`config.mk`:
```
export PLATFORM = sky130hd
export DESIGN_NAME = trace_window_crc_signature_flat
export DESIGN_NICKNAME = d
export VERILOG_FILES = /design/src/hw/rtl/twcs_pkg.sv /design/src/hw/rtl/twcs_trace_if.sv /design/src/hw/rtl/twcs_result_if.sv /design/src/hw/rtl/twcs_core.sv /design/src/hw/rtl/trace_window_crc_signature.sv /design/src/flat_wrapper.sv
export VERILOG_INCLUDE_DIRS = /design/src /design/src/hw/rtl
export SDC_FILE = /design/constraint.sdc
export NUM_CORES = 1
export LEC_CHECK = 0
export BUFFER_PORTS_ARGS = -buffer_cell sky130_fd_sc_hd__buf_2
export CORE_MARGIN = 1.5
export CORE_UTILIZATION = 28
export CTS_CLUSTER_SIZE = 16
export DETAILED_ROUTE_END_ITERATION = 6
export PLACE_DENSITY = 0.51
export SETUP_SLACK_MARGIN = 0.2
export SYNTH_ARGS = -nofsm -noshare
export SYNTH_HDL_FRONTEND = slang
export SYNTH_HIERARCHICAL = 1
export SYNTH_SLANG_ARGS = --single-unit
```
`constraint.sdc`:
```
create_clock -name clk -period 9.05 [get_ports clk]
set_input_delay 0.4525 -clock clk [delete_from_list [all_inputs] [get_ports clk]]
set_output_delay 0.4525 -clock clk [all_outputs]
set_load 0.005 [all_outputs]
```
`src/hw/rtl/trace_window_crc_signature_macros.svh`:
```
// Assertion macros shared by the trace window CRC signature block.
`ifndef TRACE_WINDOW_CRC_SIGNATURE_MACROS_SVH
`define TRACE_WINDOW_CRC_SIGNATURE_MACROS_SVH

// Same-cycle implication, checked outside reset.
`define TWCS_ASSERT_NOW(label, clk, rst_n, ante, cons, msg) \
    label: assert property (@(posedge clk) disable iff (!rst_n) (ante) |-> (cons)) \
        else $error(msg);

// Next-cycle implication, checked outside reset.
`define TWCS_ASSERT_NEXT(label, clk, rst_n, ante, cons, msg) \
    label: assert property (@(posedge clk) disable iff (!rst_n) (ante) |=> (cons)) \
        else $error(msg);

`endif

```
`src/hw/rtl/twcs_pkg.sv`:
```
// Types, constants and the CRC fold function of the trace window signature block.
package twcs_pkg;

    localparam logic [31:0] DIGEST_INIT = 32'hFFFF_FFFF;
    localparam logic [31:0] CRC_POLY    = 32'hEDB8_8320;
    localparam int unsigned MASK_W      = 31;
    localparam logic [15:0] COUNT_MAX   = 16'hFFFF;
    localparam logic [4:0]  IDX_NONE    = 5'd31;

    typedef enum logic [1:0] {
        FUNC_ADDR  = 2'd0,
        FUNC_ENTER = 2'd1,
        FUNC_EXIT  = 2'd2
    } func_t;

    typedef enum logic [1:0] {
        VRD_UNDECIDED = 2'd0,
        VRD_MATCH     = 2'd1,
        VRD_MISMATCH  = 2'd2
    } verdict_t;

    typedef struct packed {
        func_t       func;
        logic [4:0]  routine_index;
        logic [63:0] instr_address;
    } trace_item_t;

    typedef struct packed {
        logic [31:0] digest_now;
        logic        window_open;
        logic [15:0] windows_closed;
        verdict_t    verdict;
    } result_item_t;

    // Continued reflected CRC-32 over eight address bytes, low byte first.
    // Bit-serial form of the byte loop; flattens into one XOR tree.
    function automatic logic [31:0] crc_fold(input logic [31:0] digest,
                                             input logic [63:0] addr);
        logic [31:0] r;
        r = digest ^ DIGEST_INIT;
        for (int i = 0; i < 64; i++)
        begin
            r = (r[0] ^ addr[i]) ? ((r >> 1) ^ CRC_POLY) : (r >> 1);
        end
        return r ^ DIGEST_INIT;
    endfunction

endpackage

```
`src/hw/rtl/twcs_trace_if.sv`:
```
// Trace event channel: valid/ready handshake with the event payload.
interface twcs_trace_if;
    logic        valid;
    logic        ready;
    logic [1:0]  func;
    logic [4:0]  routine_index;
    logic [63:0] instr_address;

    modport source (output valid, output func, output routine_index,
                    output instr_address, input ready);
    modport sink   (input valid, input func, input routine_index,
                    input instr_address, output ready);
endinterface

```
`src/hw/rtl/twcs_result_if.sv`:
```
// Result channel: valid/ready handshake with the signature status payload.
interface twcs_result_if;
    logic        valid;
    logic        ready;
    logic [31:0] digest_now;
    logic        window_open;
    logic [15:0] windows_closed;
    logic [1:0]  verdict;

    modport source (output valid, output digest_now, output window_open,
                    output windows_closed, output verdict, input ready);
    modport sink   (input valid, input digest_now, input window_open,
                    input windows_closed, input verdict, output ready);
endinterface

```
`src/hw/rtl/twcs_core.sv`:
```
// Signature state: routine mask, window flag, running digest, reference and verdict.
module twcs_core
(
    input  logic                    clk,
    input  logic                    rst_n,
    input  logic                    cfg_we,
    input  logic [4:0]              cfg_wdata,
    input  logic                    step,
    input  twcs_pkg::trace_item_t   item,
    output twcs_pkg::result_item_t  result_next
);

    logic [4:0]                    routines_reg;
    logic [twcs_pkg::MASK_W-1:0]   mask_reg;
    logic [twcs_pkg::MASK_W-1:0]   mask_next;
    logic                          open_reg;
    logic                          open_next;
    logic [31:0]                   digest_reg;
    logic [31:0]                   digest_next;
    logic [31:0]                   first_reg;
    logic [31:0]                   first_next;
    logic [15:0]                   count_reg;
    logic [15:0]                   count_next;
    logic                          mismatch_reg;
    logic                          mismatch_next;
    logic [twcs_pkg::MASK_W-1:0]   ref_mask;
    logic [twcs_pkg::MASK_W-1:0]   bit_sel;
    logic [twcs_pkg::MASK_W-1:0]   mask_set;
    logic [twcs_pkg::MASK_W-1:0]   mask_clr;
    logic [31:0]                   ref_wide;

    assign ref_wide = (32'd1 << routines_reg) - 32'd1;
    assign ref_mask = ref_wide[twcs_pkg::MASK_W-1:0];
    assign bit_sel  = (item.routine_index == twcs_pkg::IDX_NONE) ? '0
                    : (twcs_pkg::MASK_W'(1) << item.routine_index);
    assign mask_set = mask_reg | bit_sel;
    assign mask_clr = mask_reg & ~bit_sel;

    always_comb
    begin
        mask_next     = mask_reg;
        open_next     = open_reg;
        digest_next   = digest_reg;
        first_next    = first_reg;
        count_next    = count_reg;
        mismatch_next = mismatch_reg;
        case (item.func)
            twcs_pkg::FUNC_ADDR:
            begin
                if (open_reg)
                begin
                    digest_next = twcs_pkg::crc_fold(digest_reg, item.instr_address);
                end
            end
            twcs_pkg::FUNC_ENTER:
            begin
                if (bit_sel != '0)
                begin
                    // open on the transfer that completes the reference mask
                    if (mask_set == ref_mask && mask_reg != ref_mask)
                    begin
                        open_next   = 1'b1;
                        digest_next = twcs_pkg::DIGEST_INIT;
                    end
                    mask_next = mask_set;
                end
            end
            twcs_pkg::FUNC_EXIT:
            begin
                if (bit_sel != '0)
                begin
                    if (mask_clr != ref_mask && mask_reg == ref_mask)
                    begin
                        open_next = 1'b0;
                        if (count_reg == '0)
                        begin
                            first_next = digest_reg;
                        end
                        else if (digest_reg != first_reg)
                        begin
                            mismatch_next = 1'b1;
                        end
                        if (count_reg != twcs_pkg::COUNT_MAX)
                        begin
                            count_next = count_reg + 16'd1;
                        end
                    end
                    mask_next = mask_clr;
                end
            end
            default:
            begin
            end
        endcase
    end

    always_comb
    begin
        result_next.digest_now     = digest_next;
        result_next.window_open    = open_next;
        result_next.windows_closed = count_next;
        if (count_next < 16'd2)
        begin
            result_next.verdict = twcs_pkg::VRD_UNDECIDED;
        end
        else if (mismatch_next)
        begin
            result_next.verdict = twcs_pkg::VRD_MISMATCH;
        end
        else
        begin
            result_next.verdict = twcs_pkg::VRD_MATCH;
        end
    end

    always_ff @(posedge clk or negedge rst_n)
    begin
        if (!rst_n)
        begin
            routines_reg <= 5'd1;
        end
        else if (cfg_we)
        begin
            routines_reg <= cfg_wdata;
        end
    end

    always_ff @(posedge clk or negedge rst_n)
    begin
        if (!rst_n)
        begin
            mask_reg     <= '0;
            open_reg     <= 1'b0;
            digest_reg   <= twcs_pkg::DIGEST_INIT;
            count_reg    <= '0;
            mismatch_reg <= 1'b0;
        end
        else if (step)
        begin
            mask_reg     <= mask_next;
            open_reg     <= open_next;
            digest_reg   <= digest_next;
            count_reg    <= count_next;
            mismatch_reg <= mismatch_next;
        end
    end

    // reference digest holds no reset; it is read only after the first close
    always_ff @(posedge clk)
    begin
        if (step)
        begin
            first_reg <= first_next;
        end
    end

endmodule

```
`src/hw/rtl/trace_window_crc_signature.sv`:
```
// Top level of the trace window CRC signature monitor.
//
//   channel   role     payload
//   trace     sink     func, routine_index, instr_address
//   result    source   digest_now, window_open, windows_closed, verdict
//   cfg       write    cfg_we, cfg_wdata (routines_in_use)
//
// One item per cycle sustained while the result channel is not stalled; a result
// leaves through the input register, then the 64-bit CRC XOR tree and state update
// into the result register. A stalled result holds the output register; the input
// register still takes a transfer in any cycle in which its item can move on.
// rst_n clears the routine mask, window flag, count and fail flag, sets the digest
// to all ones and routines_in_use to one.
`include "trace_window_crc_signature_macros.svh"

module trace_window_crc_signature
(
    input  logic                 clk,
    input  logic                 rst_n,
    twcs_trace_if.sink           trace,
    twcs_result_if.source        result,
    input  logic                 cfg_we,
    input  logic [4:0]           cfg_wdata
);

    logic                    in_valid_reg;
    twcs_pkg::trace_item_t   in_item_reg;
    logic                    out_valid_reg;
    twcs_pkg::result_item_t  result_reg;
    twcs_pkg::result_item_t  result_next;
    logic                    advance;

    assign advance     = in_valid_reg && (!out_valid_reg || result.ready);
    assign trace.ready = !in_valid_reg || advance;

    always_ff @(posedge clk or negedge rst_n)
    begin
        if (!rst_n)
        begin
            in_valid_reg <= 1'b0;
        end
        else if (trace.ready)
        begin
            in_valid_reg <= trace.valid;
        end
    end

    always_ff @(posedge clk)
    begin
        if (trace.valid && trace.ready)
        begin
            in_item_reg.func          <= twcs_pkg::func_t'(trace.func);
            in_item_reg.routine_index <= trace.routine_index;
            in_item_reg.instr_address <= trace.instr_address;
        end
    end

    twcs_core u_core
    (
        .clk         (clk),
        .rst_n       (rst_n),
        .cfg_we      (cfg_we),
        .cfg_wdata   (cfg_wdata),
        .step        (advance),
        .item        (in_item_reg),
        .result_next (result_next)
    );

    always_ff @(posedge clk or negedge rst_n)
    begin
        if (!rst_n)
        begin
            out_valid_reg <= 1'b0;
        end
        else if (advance)
        begin
            out_valid_reg <= 1'b1;
        end
        else if (result.ready)
        begin
            out_valid_reg <= 1'b0;
        end
    end

    always_ff @(posedge clk)
    begin
        if (advance)
        begin
            result_reg <= result_next;
        end
    end

    assign result.valid          = out_valid_reg;
    assign result.digest_now     = result_reg.digest_now;
    assign result.window_open    = result_reg.window_open;
    assign result.windows_closed = result_reg.windows_closed;
    assign result.verdict        = result_reg.verdict;

    `TWCS_ASSERT_NEXT(a_item_kept, clk, rst_n, in_valid_reg && !advance, in_valid_reg, "input item dropped while blocked")
    `TWCS_ASSERT_NOW(a_ready_when_free, clk, rst_n, !out_valid_reg, trace.ready, "input stalled with free output register")
    `TWCS_ASSERT_NOW(a_verdict_count, clk, rst_n, out_valid_reg && result_reg.verdict != twcs_pkg::VRD_UNDECIDED, result_reg.windows_closed >= 16'd2, "verdict given before two closed windows")

endmodule
```
`src/flat_wrapper.sv`:
```
// flat-port wrapper written by rule: the top's interface ports become plain ports
module trace_window_crc_signature_flat 
  (clk, rst_n, cfg_we, cfg_wdata, trace_valid, trace_func, trace_routine_index, trace_instr_address, trace_ready, result_valid, result_digest_now, result_window_open, result_windows_closed, result_verdict, result_ready);
  twcs_trace_if trace_i ();
  twcs_result_if result_i ();
  input  logic clk;
  input  logic rst_n;
  input  logic cfg_we;
  input  logic [4:0] cfg_wdata;
  input wire logic [$bits(trace_i.valid)-1:0] trace_valid;
  input wire logic [$bits(trace_i.func)-1:0] trace_func;
  input wire logic [$bits(trace_i.routine_index)-1:0] trace_routine_index;
  input wire logic [$bits(trace_i.instr_address)-1:0] trace_instr_address;
  output wire logic [$bits(trace_i.ready)-1:0] trace_ready;
  output wire logic [$bits(result_i.valid)-1:0] result_valid;
  output wire logic [$bits(result_i.digest_now)-1:0] result_digest_now;
  output wire logic [$bits(result_i.window_open)-1:0] result_window_open;
  output wire logic [$bits(result_i.windows_closed)-1:0] result_windows_closed;
  output wire logic [$bits(result_i.verdict)-1:0] result_verdict;
  input wire logic [$bits(result_i.ready)-1:0] result_ready;
  assign trace_i.valid = trace_valid;
  assign trace_i.func = trace_func;
  assign trace_i.routine_index = trace_routine_index;
  assign trace_i.instr_address = trace_instr_address;
  assign trace_ready = trace_i.ready;
  assign result_valid = result_i.valid;
  assign result_digest_now = result_i.digest_now;
  assign result_window_open = result_i.window_open;
  assign result_windows_closed = result_i.windows_closed;
  assign result_verdict = result_i.verdict;
  assign result_i.ready = result_ready;
  trace_window_crc_signature u_core (.clk(clk), .rst_n(rst_n), .trace(trace_i), .result(result_i), .cfg_we(cfg_we), .cfg_wdata(cfg_wdata));
endmodule
```
==> results.cfg <==
[outcome]
status = finished clean

[sta]
max_slew.worst_pin.slew_ns = 1.09
maxSlewViolCount = 0
relSlewSlack_pct = 27.4
rsz0062_at_grt = no
hold_viol = 0
fin_ws_ns = 1.88
fin_crit_sh_pct = 79.2
fmaxAchievable_mhz = 139
setup_tns_ns = 0
fin_worst_skew_ns = 0.0147
setup_viol_count_final = 0
fin_crit_ns = 7.17

[floorplanning]
die_w_um = 267
die_y_um = 267
io_pins = 134
rows = 96
start_util_pct = 28.3
dieArea_mm2 = 0.0711
coreArea_mm2 = 0.0687

[synth]
ys_types = 68
syn-cell-area_mm2 = 0.0195
synth_edf_count = 154
ys_seq_area_share_pct = 35.3
yosys_warnings = 6
synth_seq_cells = 242
synth-main-ff-cell = edfxtp_1
synth_area_per_cell_um2 = 11.9
synthArstFlopShare_pct = 36.4
netlist_instances = 1641
syn_nets = 1728

[worst_hold_path]
whs_path_depth = 1
hold_path_class = in2reg
min_from = trace_instr_address[40]

[clocking]
cts_tree = done
cts_setup_buffers = 0
path_clk_slew_ns = 0.06
cts.sinks = 242
clk_latency_ns = 0.61
cts_made_buffers = 31
htreeDepth = 1
clock-root-buffer = clkbuf_16
clk_path_buf_depth = 3

[layout]
multi_input_area_mm2 = 0.0123
fill_cells = 6977
seqCellArea_mm2 = 0.00687
fin_cells = 2750
area_growth_pct = 16.5
antenna_cells = 0
drive_gt1_share_pct = 19.0
nNetsFinal = 1881

[job]
max-cap-violations = 0

[global_routing]
grt_max_degree = 72
gr-usage-all-layers_pct = 16.8
grt_pass1_vias = 13388
grt_pass1_wl_um = 88700
grt.overflow.total = 0
antenna_found_initial = 4

[place]
hpwl_um = 44900
gp_congestion = 0.928
portBuffers = 133
place_inst = 2643
preCtsSetupSlack_ns = 1.95

[worst_setup_path]
r2r_cells = 15
endpoint_kind = flip-flop
cp.required_ns = 9.60
arrival_ns = 7.72
path_max_fanout = 10
critPathKind = reg2reg
r2r_start = u_core/in_item_reg[6]
crit_start = u_core/in_item_reg[6]
critPathLaunchType = flip-flop

[detailed_routing]
vias_per_cell = 4.73
routedWlPerCell_um = 21.8
vias = 13019
wl_um = 59800
drc = 0
drtPass1Iterations = 5
antenna_left = 0
drtIter0Drc = 909
-- cells in the final DEF, fill, tap and decap left out, drive strengths merged, types with 8 or more instances in the layout --
cell	n
nor3	67
nor2	117
a31oi	19
inv	16
o21a	8
nor4	15
a21oi	92
clkinv	13
o21ai	86
nand3	23
xor2	136
nand2b	8
and2	10
nand4	21
mux2	21
xnor2	348
nand2	76
buf	151
dfrtp	55
and3	10
edfxtp	154
dlygate4sd3	49
xor3	24
dfstp	33
xnor3	143
clkbuf	33
-- per-layer routing --
metal	GRT usage (%)	vias up	routed length, um
li1	-	6079	-
met1	21.8	6468	25700
met2	28.8	386	29100
met3	2.66	82	3260
met4	4.56	4	1730
met5	0	-	25
-- synth_stat cells (16+ instances only) --
cell type,instances,share of area [%]
nand3_1,23,0.59
xor2_1,119,5.4
xor3_1,19,2.3
xnor2_1,311,14
nand4_1,21,0.67
a31oi_1,19,0.61
clkbuf_1,66,1.3
edfxtp_1,154,24
nor2_1,117,2.3
a21oi_1,92,2.4
nor3_1,66,1.7
nand2_1,76,1.5
dfstp_2,33,4.5
xnor2_2,22,1.8
mux2_2,21,1.2
xnor3_2,16,2.0
xnor3_1,127,15
dfrtp_1,55,7.1
o21ai_0,71,1.8
-- logic make-up after synthesis --
| kind of cell | Yosys count | share of synthesized area [%] |
|---|---|---|
| AND/OR/NAND/NOR | 379 | 9.36 |
| XOR/XNOR | 651 | 44.6 |
| buffers and inverters | 93 | 1.87 |
| AO/OA/AOI/OAI | 248 | 7.29 |
| adder cells (fa/ha/maj) | 6 | 0.386 |
| multiplexers | 22 | 1.27 |
| flip-flops | 242 | 35.3 |
-- critical path, stage by stage, from the launching register on --
cell and delay [ns]:
edfxtp_1 0.45, xnor2_4 0.44, xnor3_2 0.63, xor2_4 0.38, xor3_2 0.62, xor3_1 0.53, xnor2_1 0.73, xnor3_1 0.37
xnor3_1 0.28, xnor3_1 0.51, xor2_2 0.46, xor3_1 0.49, xnor2_1 0.36, xnor3_1 0.46, o21ai_2 0.18, mux2_2 0.19
-- metrics by stage --
stage                     cell area, um2  hold slack [ns]  util (%)
after detailed placement           21100            0.493      30.8
after CTS                          22700          0.00508      33.0
after global routing               22700           0.0171      33.0
after floorplan                    19500            0.157         -
final                              22700           0.0378      33.0
after global placement             21100            0.480      30.8
-- worst paths after layout --
check                      slack [ns]                            to
setup / recovery                 1.88  u_core/u_core/digest_reg[12]
hold / removal                   0.04        u_core/in_item_reg[40]
setup reg to reg                 1.88  u_core/u_core/digest_reg[12]
hold reg to reg                  0.50    u_core/u_core/mismatch_reg
max in group asynchronous        7.50                     async pin
min in group asynchronous        0.38    u_core/u_core/count_reg[2]
-- timing repair --
item                                   in CTS  in global routing
resized for setup                           0                  0
setup endpoints to repair                   0                  0
hold buffers                               49                  0
endpoints found under the hold margin      87                  0
-- layout make-up --
cell class | instances | share of cell area [%]
clock buffers | 33 | 3.50
clock inverters | 25 | 1.13
inverters | 13 | 0.215
multi-input cells | 1306 | 54.0
flip-flops and latches | 242 | 30.3
well taps | 931 | 5.14
repair buffers | 200 | 5.70
Power is left out: the tool's default activity adds up to more than one toggle a clock period on the data nets, which glitch-free logic cannot reach.
